[config.mk]
export PLATFORM = sky130hd
export DESIGN_NAME = nearest_palette_color_match_flat
export DESIGN_NICKNAME = d
export VERILOG_FILES = /design/src/hdl/npcm_pkg.sv /design/src/hdl/npcm_in_if.sv /design/src/hdl/npcm_out_if.sv /design/src/hdl/nearest_palette_color_match.sv /design/src/hdl/npcm_ram.sv /design/src/hdl/npcm_datapath.sv /design/src/hdl/npcm_ctrl.sv /design/src/flat_wrapper.sv
export SDC_FILE = /design/constraint.sdc
export NUM_CORES = 1
export LEC_CHECK = 0
export BUFFER_PORTS_ARGS = -buffer_cell sky130_fd_sc_hd__buf_2
export CORE_ASPECT_RATIO = 2
export CORE_MARGIN = 2
export CORE_UTILIZATION = 57
export DETAILED_ROUTE_END_ITERATION = 10
export GPL_TIMING_DRIVEN = 0
export PLACE_DENSITY = 0.85
export RECOVER_POWER = 50
export SLEW_MARGIN = 0
export SYNTH_ARGS = -nofsm -noshare
export SYNTH_HDL_FRONTEND = slang
export SYNTH_SLANG_ARGS = --single-unit
[constraint.sdc]
create_clock -name clk_i -period 6.9 [get_ports clk_i]
set_clock_uncertainty 0.15 [all_clocks]
set_input_delay 0.345 -clock clk_i [delete_from_list [all_inputs] [get_ports clk_i]]
set_output_delay 0.345 -clock clk_i [all_outputs]
set_load 0.01 [all_outputs]
[src/hdl/npcm_pkg.sv]
// ----------------------------------------------------------------------------
// npcm_pkg
// Shared constants, types and control structs for the nearest palette color
// matcher.
// ----------------------------------------------------------------------------
package npcm_pkg;

  localparam int unsigned PALETTE_DEPTH = 16;
  localparam int unsigned ADDR_W        = $clog2(PALETTE_DEPTH);
  localparam int unsigned SIZE_W        = 5;
  localparam int unsigned IDX_W         = 4;
  localparam int unsigned COLOR_W       = 8;
  localparam int unsigned ENTRY_W       = 3 * COLOR_W;
  localparam int unsigned PROD_W        = 2 * COLOR_W;
  localparam int unsigned DIST_W        = 18;
  localparam logic [SIZE_W-1:0] SIZE_RESET = SIZE_W'(16);

  typedef enum logic {
    FUNC_WRITE    = 1'b0,
    FUNC_CLASSIFY = 1'b1
  } func_e;

  typedef enum logic [1:0] {
    S_IDLE,
    S_SCAN,
    S_DRAIN
  } state_e;

  // controller to datapath
  typedef struct packed {
    logic              start;
    logic              wr;
    logic              issue;
    logic [ADDR_W-1:0] addr;
    logic              publish;
  } npcm_cmd_t;

  // datapath to controller
  typedef struct packed {
    logic busy;
    logic out_busy;
  } npcm_status_t;

endpackage

[src/hdl/npcm_in_if.sv]
// ----------------------------------------------------------------------------
// npcm_in_if
// Input item channel: palette writes and pixels to classify.
// ----------------------------------------------------------------------------
interface npcm_in_if;
  logic                               valid;
  logic                               ready;
  logic                               func;
  logic [npcm_pkg::IDX_W-1:0]         entry_index;
  logic [npcm_pkg::COLOR_W-1:0]       red;
  logic [npcm_pkg::COLOR_W-1:0]       green;
  logic [npcm_pkg::COLOR_W-1:0]       blue;

  modport source (output valid, func, entry_index, red, green, blue, input ready);
  modport sink   (input valid, func, entry_index, red, green, blue, output ready);
endinterface

[src/hdl/npcm_out_if.sv]
// ----------------------------------------------------------------------------
// npcm_out_if
// Result item channel: winning palette index and its squared distance.
// ----------------------------------------------------------------------------
interface npcm_out_if;
  logic                            valid;
  logic                            ready;
  logic [npcm_pkg::IDX_W-1:0]      best_index;
  logic [npcm_pkg::DIST_W-1:0]     best_distance;

  modport source (output valid, best_index, best_distance, input ready);
  modport sink   (input valid, best_index, best_distance, output ready);
endinterface

[src/hdl/nearest_palette_color_match.sv]
// ----------------------------------------------------------------------------
// nearest_palette_color_match
// Maps an RGB pixel to the nearest palette entry by squared distance.
// ----------------------------------------------------------------------------
// Write item: no result; the next item can be taken the next cycle.
// Classify item: n = palette_size clamped to 1..16 entries, read one per cycle; the result
// is valid after the n reads, 2 pipeline stages and 1 result register, and comes later
// while the previous result is still waiting. One item in flight at a time: no new item
// is taken until the result of the last one is published.
// Reset clears control state and sets palette_size to 16; the palette RAM is not cleared.
module nearest_palette_color_match (
  input  logic                          clk_i,
  input  logic                          rst_ni,
  input  logic                          cfg_we_i,
  input  logic [npcm_pkg::SIZE_W-1:0]   cfg_wdata_i,
  npcm_in_if.sink                       item_i,
  npcm_out_if.source                    result_o
);

  logic [npcm_pkg::SIZE_W-1:0] palette_size_q;
  npcm_pkg::npcm_cmd_t         cmd;
  npcm_pkg::npcm_status_t      status;

  always_ff @(posedge clk_i or negedge rst_ni) begin
    if (!rst_ni) begin
      palette_size_q <= npcm_pkg::SIZE_RESET;
    end else if (cfg_we_i) begin
      palette_size_q <= cfg_wdata_i;
    end
  end

  npcm_ctrl u_ctrl (
    .clk_i         (clk_i),
    .rst_ni        (rst_ni),
    .in_valid_i    (item_i.valid),
    .in_func_i     (item_i.func),
    .in_ready_o    (item_i.ready),
    .palette_size_i(palette_size_q),
    .cmd_o         (cmd),
    .status_i      (status)
  );

  npcm_datapath u_datapath (
    .clk_i        (clk_i),
    .rst_ni       (rst_ni),
    .cmd_i        (cmd),
    .status_o     (status),
    .entry_index_i(item_i.entry_index),
    .red_i        (item_i.red),
    .green_i      (item_i.green),
    .blue_i       (item_i.blue),
    .result_o     (result_o)
  );

endmodule

[src/hdl/npcm_ram.sv]
// ----------------------------------------------------------------------------
// npcm_ram
// Generic single-write, single-read RAM with registered read data.
// ----------------------------------------------------------------------------
module npcm_ram #(
  parameter int unsigned WIDTH = 8,
  parameter int unsigned DEPTH = 16
) (
  input  logic                     clk_i,
  input  logic                     we_i,
  input  logic [$clog2(DEPTH)-1:0] waddr_i,
  input  logic [WIDTH-1:0]         wdata_i,
  input  logic                     re_i,
  input  logic [$clog2(DEPTH)-1:0] raddr_i,
  output logic [WIDTH-1:0]         rdata_o
);

  logic [WIDTH-1:0] mem_q [DEPTH];
  logic [WIDTH-1:0] rdata_q;

  always_ff @(posedge clk_i) begin
    if (we_i) begin
      mem_q[waddr_i] <= wdata_i;
    end
    if (re_i) begin
      rdata_q <= mem_q[raddr_i];
    end
  end

  assign rdata_o = rdata_q;

endmodule

[src/hdl/npcm_datapath.sv]
// ----------------------------------------------------------------------------
// npcm_datapath
// Palette RAM, squared-distance pipeline, running minimum and result register.
// ----------------------------------------------------------------------------
module npcm_datapath (
  input  logic                          clk_i,
  input  logic                          rst_ni,
  input  npcm_pkg::npcm_cmd_t           cmd_i,
  output npcm_pkg::npcm_status_t        status_o,
  input  logic [npcm_pkg::IDX_W-1:0]    entry_index_i,
  input  logic [npcm_pkg::COLOR_W-1:0]  red_i,
  input  logic [npcm_pkg::COLOR_W-1:0]  green_i,
  input  logic [npcm_pkg::COLOR_W-1:0]  blue_i,
  npcm_out_if.source                    result_o
);

  logic [npcm_pkg::COLOR_W-1:0] pix_r_q, pix_g_q, pix_b_q;

  // stage 1: RAM read data valid; stage 2: products valid
  logic                         v1_q, v2_q;
  logic [npcm_pkg::ADDR_W-1:0]  idx1_q, idx2_q;
  logic [npcm_pkg::ENTRY_W-1:0] entry;
  logic [npcm_pkg::PROD_W-1:0]  pr_q, pg_q, pb_q;
  logic [npcm_pkg::PROD_W-1:0]  pr_d, pg_d, pb_d;
  logic [npcm_pkg::DIST_W-1:0]  dist_sum;
  logic [npcm_pkg::DIST_W-1:0]  best_q;
  logic [npcm_pkg::ADDR_W-1:0]  best_idx_q;
  logic                         res_valid_q;
  logic [npcm_pkg::IDX_W-1:0]   res_idx_q;
  logic [npcm_pkg::DIST_W-1:0]  res_dist_q;
  logic                         wr_en;

  assign wr_en = cmd_i.wr &&
    ({1'b0, entry_index_i} < (npcm_pkg::IDX_W + 1)'(npcm_pkg::PALETTE_DEPTH));

  npcm_ram #(
    .WIDTH(npcm_pkg::ENTRY_W),
    .DEPTH(npcm_pkg::PALETTE_DEPTH)
  ) u_palette (
    .clk_i  (clk_i),
    .we_i   (wr_en),
    .waddr_i(entry_index_i[npcm_pkg::ADDR_W-1:0]),
    .wdata_i({red_i, green_i, blue_i}),
    .re_i   (cmd_i.issue),
    .raddr_i(cmd_i.addr),
    .rdata_o(entry)
  );

  function automatic logic [npcm_pkg::PROD_W-1:0] sq_diff(
    input logic [npcm_pkg::COLOR_W-1:0] a,
    input logic [npcm_pkg::COLOR_W-1:0] b
  );
    logic [npcm_pkg::COLOR_W-1:0] d;
    d = (a > b) ? (a - b) : (b - a);
    return d * d;
  endfunction

  always_comb begin
    pr_d = sq_diff(pix_r_q, entry[2*npcm_pkg::COLOR_W +: npcm_pkg::COLOR_W]);
    pg_d = sq_diff(pix_g_q, entry[npcm_pkg::COLOR_W +: npcm_pkg::COLOR_W]);
    pb_d = sq_diff(pix_b_q, entry[0 +: npcm_pkg::COLOR_W]);
  end

  assign dist_sum = npcm_pkg::DIST_W'(pr_q) + npcm_pkg::DIST_W'(pg_q)
                  + npcm_pkg::DIST_W'(pb_q);

  always_ff @(posedge clk_i) begin
    if (cmd_i.start) begin
      pix_r_q <= red_i;
      pix_g_q <= green_i;
      pix_b_q <= blue_i;
    end
    if (cmd_i.issue) begin
      idx1_q <= cmd_i.addr;
    end
    if (v1_q) begin
      pr_q   <= pr_d;
      pg_q   <= pg_d;
      pb_q   <= pb_d;
      idx2_q <= idx1_q;
    end
    // all-ones exceeds any real distance, so the first entry always wins
    if (cmd_i.start) begin
      best_q     <= '1;
      best_idx_q <= '0;
    end else if (v2_q && (dist_sum < best_q)) begin
      best_q     <= dist_sum;
      best_idx_q <= idx2_q;
    end
    if (cmd_i.publish) begin
      res_idx_q  <= npcm_pkg::IDX_W'(best_idx_q);
      res_dist_q <= best_q;
    end
  end

  always_ff @(posedge clk_i or negedge rst_ni) begin
    if (!rst_ni) begin
      v1_q        <= 1'b0;
      v2_q        <= 1'b0;
      res_valid_q <= 1'b0;
    end else begin
      v1_q <= cmd_i.issue;
      v2_q <= v1_q;
      if (cmd_i.publish) begin
        res_valid_q <= 1'b1;
      end else if (result_o.ready) begin
        res_valid_q <= 1'b0;
      end
    end
  end

  assign status_o.busy     = v1_q || v2_q;
  assign status_o.out_busy = res_valid_q && !result_o.ready;

  assign result_o.valid         = res_valid_q;
  assign result_o.best_index    = res_idx_q;
  assign result_o.best_distance = res_dist_q;

  a_publish_drained: assert property (@(posedge clk_i) disable iff (!rst_ni)
    cmd_i.publish |-> !v1_q && !v2_q)
    else $error("result published while the pipeline still holds entries");

  a_stage_follows: assert property (@(posedge clk_i) disable iff (!rst_ni)
    v1_q |=> v2_q)
    else $error("stage 2 lost an entry from stage 1");

  a_result_held: assert property (@(posedge clk_i) disable iff (!rst_ni)
    result_o.valid && !result_o.ready && !cmd_i.publish |=> $stable(res_dist_q))
    else $error("pending result changed");

endmodule

[src/hdl/npcm_ctrl.sv]
// ----------------------------------------------------------------------------
// npcm_ctrl
// Sequencer: takes items, steps the palette address and releases the result.
// ----------------------------------------------------------------------------
module npcm_ctrl (
  input  logic                          clk_i,
  input  logic                          rst_ni,
  input  logic                          in_valid_i,
  input  logic                          in_func_i,
  output logic                          in_ready_o,
  input  logic [npcm_pkg::SIZE_W-1:0]   palette_size_i,
  output npcm_pkg::npcm_cmd_t           cmd_o,
  input  npcm_pkg::npcm_status_t        status_i
);

  npcm_pkg::state_e            state_q, state_d;
  logic [npcm_pkg::ADDR_W-1:0] addr_q, addr_d;
  logic [npcm_pkg::ADDR_W-1:0] last_addr;
  logic [npcm_pkg::SIZE_W-1:0] size_eff;
  logic                        accept;

  // clamp the searched count to 1..PALETTE_DEPTH
  always_comb begin
    priority if (palette_size_i == '0) begin
      size_eff = npcm_pkg::SIZE_W'(1);
    end else if (palette_size_i > npcm_pkg::SIZE_W'(npcm_pkg::PALETTE_DEPTH)) begin
      size_eff = npcm_pkg::SIZE_W'(npcm_pkg::PALETTE_DEPTH);
    end else begin
      size_eff = palette_size_i;
    end
  end

  assign last_addr = npcm_pkg::ADDR_W'(size_eff - npcm_pkg::SIZE_W'(1));
  assign accept    = in_valid_i && in_ready_o;

  always_ff @(posedge clk_i or negedge rst_ni) begin
    if (!rst_ni) begin
      state_q <= npcm_pkg::S_IDLE;
      addr_q  <= '0;
    end else begin
      state_q <= state_d;
      addr_q  <= addr_d;
    end
  end

  always_comb begin
    state_d       = state_q;
    addr_d        = addr_q;
    in_ready_o    = 1'b0;
    cmd_o         = '0;
    cmd_o.addr    = addr_q;
    unique case (state_q)
      npcm_pkg::S_IDLE: begin
        in_ready_o = 1'b1;
        if (accept) begin
          if (in_func_i == npcm_pkg::FUNC_WRITE) begin
            cmd_o.wr = 1'b1;
          end else begin
            cmd_o.start = 1'b1;
            addr_d      = '0;
            state_d     = npcm_pkg::S_SCAN;
          end
        end
      end
      npcm_pkg::S_SCAN: begin
        cmd_o.issue = 1'b1;
        addr_d      = addr_q + npcm_pkg::ADDR_W'(1);
        if (addr_q == last_addr) begin
          state_d = npcm_pkg::S_DRAIN;
        end
      end
      npcm_pkg::S_DRAIN: begin
        // hold until the last entry is compared and the result slot frees up
        if (!status_i.busy && !status_i.out_busy) begin
          cmd_o.publish = 1'b1;
          state_d       = npcm_pkg::S_IDLE;
        end
      end
      default: begin
        state_d = npcm_pkg::S_IDLE;
      end
    endcase
  end

  a_start_clears_addr: assert property (@(posedge clk_i) disable iff (!rst_ni)
    cmd_o.start |=> addr_q == '0 && state_q == npcm_pkg::S_SCAN)
    else $error("scan did not begin at entry zero");

  a_issue_in_range: assert property (@(posedge clk_i) disable iff (!rst_ni)
    cmd_o.issue |-> addr_q <= last_addr)
    else $error("read issued past the last searched entry");

  a_last_to_drain: assert property (@(posedge clk_i) disable iff (!rst_ni)
    cmd_o.issue && addr_q == last_addr |=> state_q == npcm_pkg::S_DRAIN)
    else $error("scan ran past the last entry");

  a_no_accept_busy: assert property (@(posedge clk_i) disable iff (!rst_ni)
    in_ready_o |-> !status_i.busy && !cmd_o.issue)
    else $error("item accepted while a search is in flight");

endmodule
[src/flat_wrapper.sv]
// flat-port wrapper written by rule: the top's interface ports become plain ports
module nearest_palette_color_match_flat 
  (clk_i, rst_ni, cfg_we_i, cfg_wdata_i, item_i_valid, item_i_func, item_i_entry_index, item_i_red, item_i_green, item_i_blue, item_i_ready, result_o_valid, result_o_best_index, result_o_best_distance, result_o_ready);
  npcm_in_if item_i_i ();
  npcm_out_if result_o_i ();
  input  logic clk_i;
  input  logic rst_ni;
  input  logic cfg_we_i;
  input  logic [npcm_pkg::SIZE_W-1:0] cfg_wdata_i;
  input wire logic [$bits(item_i_i.valid)-1:0] item_i_valid;
  input wire logic [$bits(item_i_i.func)-1:0] item_i_func;
  input wire logic [$bits(item_i_i.entry_index)-1:0] item_i_entry_index;
  input wire logic [$bits(item_i_i.red)-1:0] item_i_red;
  input wire logic [$bits(item_i_i.green)-1:0] item_i_green;
  input wire logic [$bits(item_i_i.blue)-1:0] item_i_blue;
  output wire logic [$bits(item_i_i.ready)-1:0] item_i_ready;
  output wire logic [$bits(result_o_i.valid)-1:0] result_o_valid;
  output wire logic [$bits(result_o_i.best_index)-1:0] result_o_best_index;
  output wire logic [$bits(result_o_i.best_distance)-1:0] result_o_best_distance;
  input wire logic [$bits(result_o_i.ready)-1:0] result_o_ready;
  assign item_i_i.valid = item_i_valid;
  assign item_i_i.func = item_i_func;
  assign item_i_i.entry_index = item_i_entry_index;
  assign item_i_i.red = item_i_red;
  assign item_i_i.green = item_i_green;
  assign item_i_i.blue = item_i_blue;
  assign item_i_ready = item_i_i.ready;
  assign result_o_valid = result_o_i.valid;
  assign result_o_best_index = result_o_i.best_index;
  assign result_o_best_distance = result_o_i.best_distance;
  assign result_o_i.ready = result_o_ready;
  nearest_palette_color_match u_core (.clk_i(clk_i), .rst_ni(rst_ni), .cfg_we_i(cfg_we_i), .cfg_wdata_i(cfg_wdata_i), .item_i(item_i_i), .result_o(result_o_i));
endmodule
### Word-level counts from Yosys, hierarchy flattened

Memories as Yosys holds them, arrays and structs flattened. A register that Yosys moved wholly into a read port is not among the register bits.
Cells that the tools add are included.

* register bits: 138
* logic and storage cells: 83
* output and inout port bits: 24
* memories: 1
* memory bits (writable): 384

* $mul: 3
* add/sub/neg operators: 10
* muxes and demuxes: 25
* magnitude comparators: 5
* reduce and logical (&&, ||, !) cells: 14
* equal/unequal tests: 7

Memories
* u_core.u_datapath.u_palette.mem_q: depth 16, width 24, rd ports 1, clocked after Yosys merged registers in 1, wr ports 1, line npcm_ram.sv:18 `logic [WIDTH-1:0] mem_q [DEPTH];`

Operators with widths (count)
* multiplier 8 x 8 -> 16 bit: 3
* subtractor 8 bit: 6
* > comparator 8 bit: 3
* two-way mux 8 bit: 3
* adder 17 x 16 -> 18 bit: 1
* less-than comparator 18 bit: 1
* adder 16 x 16 -> 17 bit: 1
* two-way mux 4 bit: 4
* two-way mux 2 bit: 6
* two-way mux 1 bit: 10
* != test 2 bit (second input constant): 4
* case mux 4 bit (2 select lines): 1
* case mux 2 bit (3 select lines): 1
* > comparator 5 bit (second input constant): 1
* zero test 5 bit: 1
* adder 4 x 1 -> 4 bit (second input constant): 1
* equality test 4 bit: 1
* logical AND 1 bit: 4
* AND reduction 4 bit: 1
* nonzero test 2 bit: 2
* subtractor 4 x 1 -> 4 bit (second input constant): 1
* zero test 1 bit: 3
* AND reduction 3 bit: 1
* equality test 2 x 1 -> 1 bit (second input constant): 1
* other kinds (3): 3

### Logic depth before layout (Yosys ltp)

Gate-level depths: netlist of run 1.

* word-level depth: 7
* gate-level depth with buffers: 30

### Modules after synthesis

Synthesis of run 1 repeated with hierarchy kept, for this count alone.

* cell total of the unflattened synthesis: 1921
* area total of the unflattened synthesis: 27993.1 sq um

By module, submodules not included
* npcm_ram: area each 15170.8 sq um, cells each 636, instances 1
* npcm_datapath: area each 12225.5 sq um, cells each 1231, instances 1
* npcm_ctrl: area each 414.1 sq um, cells each 44, instances 1
* nearest_palette_color_match: area each 182.7 sq um, cells each 10, instances 1

### Worst setup path after synthesis of run 1

Ideal clock, no wire load.

* path type: register -> register
* from: reg u_core.u_datapath.pix_r_q[0] (netlist name)
* to: reg u_core.u_datapath.pr_q[15] (netlist name) (data pin)
* library setup time: 0.260 ns
* period minus slack after synthesis: 6.471 ns
* stages on the path, launching flop included: 29
* data arrival time: 6.060 ns
* path slack: 0.429 ns
* data required time: 6.490 ns
* cells stage by stage: edfxtp_1 inv_1 ha_1 inv_1 fa_1 a211oi_1 o21ai_1 and3_1 buf_6 mux2_4 a221oi_2 o211ai_4 or2_1 fa_1 inv_1 fa_1 inv_1 fa_1 fa_1 inv_1 ha_1 nand3_1 o211ai_1 o21ai_0 nor2b_1 o21ai_0 nand3_1 nand2_1 xor2_1

* longest elaborated chain between the ends: 3
* elaborated cells between the ends (all ways): 5

Ends and longest elaborated chain
* start: declaration: line npcm_datapath.sv:17 `logic [npcm_pkg::COLOR_W-1:0] pix_r_q, pix_g_q, pix_b_q;`
* start signal: assignment: line npcm_datapath.sv:69 `pix_r_q <= red_i;`
* subtractor 8 bit / > comparator 8 bit (equally long branches): line npcm_datapath.sv:54 `d = (a > b) ? (a - b) : (b - a);`
* two-way mux 8 bit *: line npcm_datapath.sv:54
* multiplier 8 x 8 -> 16 bit *: line npcm_datapath.sv:55 `return d * d;`
* net u_core.u_datapath.pr_d, one bit: line npcm_datapath.sv:24 `logic [npcm_pkg::PROD_W-1:0] pr_d, pg_d, pb_d;`
* end signal: assignment: line npcm_datapath.sv:77 `pr_q <= pr_d;`
* end: declaration: line npcm_datapath.sv:23 `logic [npcm_pkg::PROD_W-1:0] pr_q, pg_q, pb_q;`

The timed path passes the listed nets; every way through them passes the cells marked *.
A chain may end at the register's enable or synchronous reset.

### Final worst setup path of run 1

Ends and elaborated chain as after synthesis.

==> results of run 1 <==
-- cell families (layout without fill, tap and decap cells) --
family                   Yosys count  in the layout  share of synthesized area
multiplexers                     163            163                      0.113
AO/OA/AOI/OAI                    211            211                     0.0507
flip-flops                       543            543                      0.574
other                              2              4                   0.000269
XOR/XNOR                          80             80                     0.0254
AND/OR/NAND/NOR                  298            298                     0.0520
buffers and inverters            286            491                     0.0397
adder cells (fa/ha/maj)          264            264                      0.145
-- routing by layer --
| layer | part of all wire | wire (um) | vias to the layer above |
|---|---|---|---|
| met2 | 0.58 | 37500 | 635 |
| met3 | 0.043 | 2800 | 204 |
| met5 | 0 | 0 | - |
| met4 | 0.060 | 3860 | 0 |
| li1 | - | - | 7114 |
| met1 | 0.32 | 20600 | 8263 |
-- final cells by class --
type                    count  area (um2)  share of cell area
clock buffers              55        1140              0.0363
inverters                 232         872              0.0277
multi-input cells        1019       11100               0.354
plain buffers              52         230             0.00733
well taps                 638         798              0.0254
repair buffers            131        1010              0.0321
clock inverters            21         233             0.00740
flip-flops and latches    543       16000               0.510
diodes                      1        2.50           0.0000796
-- stage by stage --
step / hold WS, ps / TNS (ps) / instance area (um2) / util / std cells
finish: 119 / 0 / 31400 / 0.650 / 2692
floorplan: -101 / 0 / 27900 / - / 1848
detailed placement: 126 / -1480 / 29400 / 0.608 / 2567
global placement: 122 / -647 / 29000 / 0.600 / 2548
global route: 110 / -334 / 31400 / 0.650 / 2692
CTS: 3.18 / 0 / 31200 / 0.645 / 2675
-- state kept, by name, summed over array words and instances, names as in the netlist, 5 cells and up --
register and flops:
u_core.palette_size_q 5, u_core.u_datapath.best_q 18, u_core.u_datapath.pb_q 15, u_core.u_datapath.pg_q 15, u_core.u_datapath.pix_b_q 8, u_core.u_datapath.pix_g_q 8, u_core.u_datapath.pix_r_q 8, u_core.u_datapath.pr_q 15
u_core.u_datapath.result_o.best_distance 18, u_core.u_datapath.u_palette.mem_q 384, u_core.u_datapath.u_palette.rdata_o 24
-- how the worst max path moves through the flow --
stage / endpoint / cells past startpoint / slack (ps) / startpoint
after global placement: u_core.u_datapath.pg_q[13]$_DFFE_PP_ / 27 / -180 / u_core.u_datapath.pix_g_q[0]$_DFFE_PP_
after floorplan: u_core.u_datapath.pr_q[15]$_DFFE_PP_ / 28 / 430 / u_core.u_datapath.pix_r_q[0]$_DFFE_PP_
final: u_core.u_datapath.pr_q[15]$_DFFE_PP_ / 27 / 120 / u_core.u_datapath.pix_r_q[0]$_DFFE_PP_
after CTS: u_core.u_datapath.pg_q[12]$_DFFE_PP_ / 25 / 10 / u_core.u_datapath.pix_g_q[7]$_DFFE_PP_
after detailed placement: u_core.u_datapath.pg_q[13]$_DFFE_PP_ / 27 / -370 / u_core.u_datapath.pix_g_q[0]$_DFFE_PP_
after global routing: u_core.u_datapath.pr_q[15]$_DFFE_PP_ / 25 / -150 / u_core.u_datapath.pix_r_q[0]$_DFFE_PP_
-- cell usage in the layout, fill, tap and decap left out, types with 12 or more instances in the layout --
cell           netlist  layout
clkbuf_16            0      44
o21ai_0             34      32
or2_2               15      15
nor3_1              23      19
nor2_1             116     101
buf_1               13      13
mux4_2             120     120
mux2i_1             33      33
edfxtp_1           507     507
o21a_1              15      15
buf_2               14      24
nand2_1             48      48
clkbuf_1            24      83
nand3_1             14      13
dlygate4sd3_1        0      31
fa_1                97      95
ha_1               167     164
buf_4                2      26
xnor2_1             55      50
dfxtp_1             22      22
a21o_1              18      18
a21oi_1             63      62
xor2_1              24      19
inv_1              230     226
dfrtp_1             13      12
nor2b_1             23      19
nor2_4               0      13
-- critical path, cell delays in order (launching register included) --
cell and delay, ps:
edfxtp_1 470, inv_1 100, ha_2 180, inv_2 40, fa_2 390, a211oi_2 210, o21ai_2 100, and3_4 250
mux2_4 330, or3_4 350, o211ai_4 220, or2_4 180, inv_2 40, fa_1 510, fa_1 570, inv_2 40
fa_1 520, fa_1 540, inv_2 50, ha_4 290, nand3_2 60, o211ai_1 240, o21ai_1 120, nor2b_4 150
o21ai_2 160, nand3_1 90, nand2_1 80, xor2_1 60
-- repair_timing --
action,CTS,global route
buffers inserted,1,17
hold buffers,31,0
setup endpoints to repair,8,15
endpoints found under the hold margin,310,0
pin swaps,1,29
resized for setup,14,41
cloned,0,0
==> impl_metrics.toml, run 1 <==
[outcome]
outcome = "finished, violations left"
violations = "capacitance limit, slew limit"

[die]
core_um2 = 48400
die_x_um = 160
die_h_um = 317
die_area_um2 = 50800
num_rows = 114
ioPinCount = 63
start_util = 0.577

[placed_design]
portBuffers = 62
place_ws_ps = -366
gp_congestion = 0.858
dp_hpwl_mm = 44.9

[setup_path]
crit_required_ps = 7080
worstReg2RegStart = "u_core.u_datapath.pix_r_q[0]$_DFFE_PP_"
worstPathArrival_ps = 6950
r2r_setup_slack_ps = 120
endpoint_kind = "register"
critPathMaxFanout = 7
path_class = "reg2reg"
critPathLaunchType = "register"
worst_r2r_endpoint = "u_core.u_datapath.pr_q[15]$_DFFE_PP_"
worstRegToRegCells = 27

[sta]
tightest_slew_ps = 1810
max_slew_margin = -0.209
fin_crit_ps = 6780
post-route-period-util = 0.982
setup_viol = 0
rsz0062_at_grt = "true"
hold_viol_final = 0
fmax_ghz = 0.148
slew_viol_final = 36
worst_slack_ps = 123

[worst_hold_path]
hold-path-endpoint = "u_core.u_datapath.u_palette.mem_q[12][23]$_DFFE_PP_"
min_path_cells = 2
hold_start = "item_i_entry_index[0]"
hold_class = "in2reg"

[grt]
grt_max_degree = 36
grt_util_met2 = 0.519
grt-ovfl-total = 0
antenna_found_initial = 1
grt_pass1_wl_mm = 98.2
grt_usage = 0.259
grt_use_met1 = 0.260
top_usage_layer = "met2"
grt_pass1_vias = 17226
use_met3 = 0.0274

[cells_and_area]
fin_nets = 2325
drive_gt1_frac = 0.166
area_growth_pct = 12.7
fillers = 3266

[route]
wl_per_cell_um = 24.1
route.detailed.drc = 0
ant_nets = 0
viasPerCell = 6.02
totalWireLength_mm = 64.8
drtIter0Drc = 1179
via_count = 16216
dr.pass1.iters = 5

[yosys]
synthesis.area_um2 = 27900
ys_warn_count = 0
synth_most_common_cell = "edfxtp_1"
synth_area_leaders = "edfxtp_1 55%, mux4_2 9.7%, ha_1 7.5%"
syn_inst = 1847
yosys.cell_types.count = 80
synth_flop_cell = "edfxtp_1"
synth_edf_count = 507
ys_top_cells_by_count = "507 x edfxtp_1, 230 x inv_1, 167 x ha_1"
ys_seq_area_frac = 0.574
synth_largest_area_cell = "edfxtp_1"
synth_top_area_share = 0.546
syn_area_per_cell_um2 = 15.1
ys_ff_latch = 543
ys_async_sr_fraction = 0.0258

[clock_network]
clockRootBuffer = "clkbuf_16"
cts_buffers = 43
cts.clk_slew.worst_paths_ps = 80
ctsLongestPathBuffers = 3
cts_sinks = 543
htreeDepth = 2
cts_tree = "yes"
clk_latency_ps = 610

[run]
maxCapViolCount = 1
Power of run 1 is left out: the tool's default activity adds up to more than one toggle a clock period on the data nets, which glitch-free logic cannot reach.
==> inputs of run 2 (changes only) <==
==> constraint.sdc (replaced) <==
create_clock -name clk_i -period 6.9 [get_ports clk_i]
set_clock_uncertainty 0.15 [all_clocks]
set_input_delay 1.035 -clock clk_i [delete_from_list [all_inputs] [get_ports clk_i]]
set_output_delay 1.035 -clock clk_i [all_outputs]
set_load 0.01 [all_outputs]
==> run 2 against run 1 <==
Net effect: the run still ends with capacitance limit, slew limit left; die area unchanged; via count decreased by 1.4%; fmax increased by 0.17%; cell count decreased by 1.2%; design area decreased by 1.0%; register-to-register slack about the same; critical path depth unchanged; sequential share of layout area increased by 0.51 points; first-iteration DRC count increased by 0.68%; sequential cell count unchanged; worst setup slack improved by 12 ps; critical path type unchanged; critical endpoint unchanged.
==> impl_metrics.toml, run 2 (synthesized netlist as in run 1, its figures left out) <==
[cells_and_area]
final_cell_mix = "507 x edfxtp_1, 226 x inv_1, 164 x ha_1, 120 x mux4_2, 101 x nor2_1"
fin_nets = 2294
drive_gt1_frac = 0.179
top_register = "u_core.u_datapath.u_palette.mem_q"
design_area_um2 = 31100
area_growth_pct = 11.6
utilization = 0.643
largest_register_ffs = 384
diodes = 0
final_common_cell = "edfxtp_1"

[sta]
rsz0062_at_grt = "true"
post-route-period-util = 0.981
slew_viol_final = 36
hold_viol_final = 0
worst_slack_ps = 134
setup_viol = 0
tightest_slew_ps = 1830
holdWs_ps = 283
fmax_ghz = 0.148
fin_crit_ps = 6770
max_slew_margin = -0.218

[clock_network]
clk_latency_ps = 610
cts_buffers = 43
ctsLongestPathBuffers = 3
cts_hold_buf = 0
htreeDepth = 2
cts_sinks = 543
cts.clk_slew.worst_paths_ps = 70
clockRootBuffer = "clkbuf_16"
cts_tree = "yes"

[die]
start_util = 0.577
core_um2 = 48400
die_area_um2 = 50800
ioPinCount = 63
die_x_um = 160
die_h_um = 317
num_rows = 114

[run]
maxCapViolCount = 1

[setup_path]
worst_r2r_endpoint = "u_core.u_datapath.pr_q[15]$_DFFE_PP_"
path_depth = 27
endpoint_kind = "register"
crit_required_ps = 7080
worstReg2RegStart = "u_core.u_datapath.pix_r_q[0]$_DFFE_PP_"
critPathLaunchType = "register"
r2r_setup_slack_ps = 130
max_stage_delay_ps = 570
critPathMaxFanout = 7
cp_num_buf_inv = 5
crit_end = "u_core.u_datapath.pr_q[15]$_DFFE_PP_"
worstRegToRegCells = 27
path_class = "reg2reg"
crit_family = "adder cells"
critPathSlowestCell = "fa_1"
critPathLaunch = "u_core.u_datapath.pix_r_q[0]$_DFFE_PP_"
worstPathArrival_ps = 6940

[placed_design]
dp_hpwl_mm = 44.9
portBuffers = 62
place_ws_ps = -366
placed_area_um2 = 29400
gp_congestion = 0.858

[route]
route.detailed.drc = 0
dr.pass1.iters = 5
drtIter0Drc = 1187
viasPerCell = 6.01
wl_per_cell_um = 24.2
via_count = 15994
totalWireLength_mm = 64.4
ant_nets = 0

[grt]
grt_usage = 0.258
antenna_found_initial = 0
grt-ovfl-total = 0
grt_pass1_vias = 17054
grt_pass1_wl_mm = 97.6
grt_max_degree = 36

[worst_hold_path]
hold_class = "reg2reg"
hold_start = "u_core.u_datapath.best_idx_q[3]$_SDFFE_PP0P_"

[outcome]
outcome = "finished, violations left"
violations = "capacitance limit, slew limit"
## run 2: what timing repair did
item	CTS	global route
pin swaps	1	29
resized for setup	14	41
buffers inserted	1	17
endpoints found under the setup margin	8	15
## run 2: worst min path at each step
stage,endpoint,depth (start not counted)
after floorplan,u_core.u_datapath.idx2_q[0]$_DFFE_PP_,0
after global placement,u_core.u_datapath.result_o.best_index[3]$_DFFE_PP_,0
after detailed placement,u_core.u_datapath.result_o.best_index[3]$_DFFE_PP_,0
after CTS,u_core.palette_size_q[0]$_DFFE_PN0P_,1
after global routing,u_core.u_datapath.result_o.best_index[3]$_DFFE_PP_,0
final,u_core.u_datapath.result_o.best_index[3]$_DFFE_PP_,0
## run 2: layout make-up
type / count / area (um2)
clock inverters: 21 / 233
clock buffers: 55 / 1140
fillers: 3293 / 17200
multi-input cells: 1019 / 11100
inverters: 232 / 872
plain buffers: 52 / 230
repair buffers: 100 / 702
well taps: 638 / 798
flip-flops and latches: 543 / 16000
## run 2: metrics by stage
| stage | instances | TNS, ps |
|---|---|---|
| 5_1_grt | 2660 | -296 |
| 3_5_place_dp | 2567 | -1480 |
| 4_1_cts | 2644 | 0 |
| 6_report | 2660 | 0 |
| 2_1_floorplan | 1848 | 0 |
| 3_3_place_gp | 2548 | -647 |
## run 2: per-layer routing
metal,track usage,wire length (um),part of all wire,vias to the layer above
met4,0.133,3780,0.059,0
met3,0.0273,2840,0.044,199
li1,-,-,-,7047
met5,0,0,0,-
met1,0.258,20400,0.32,8157
met2,0.516,37400,0.58,591
Power of run 2 is left out for the same reason.
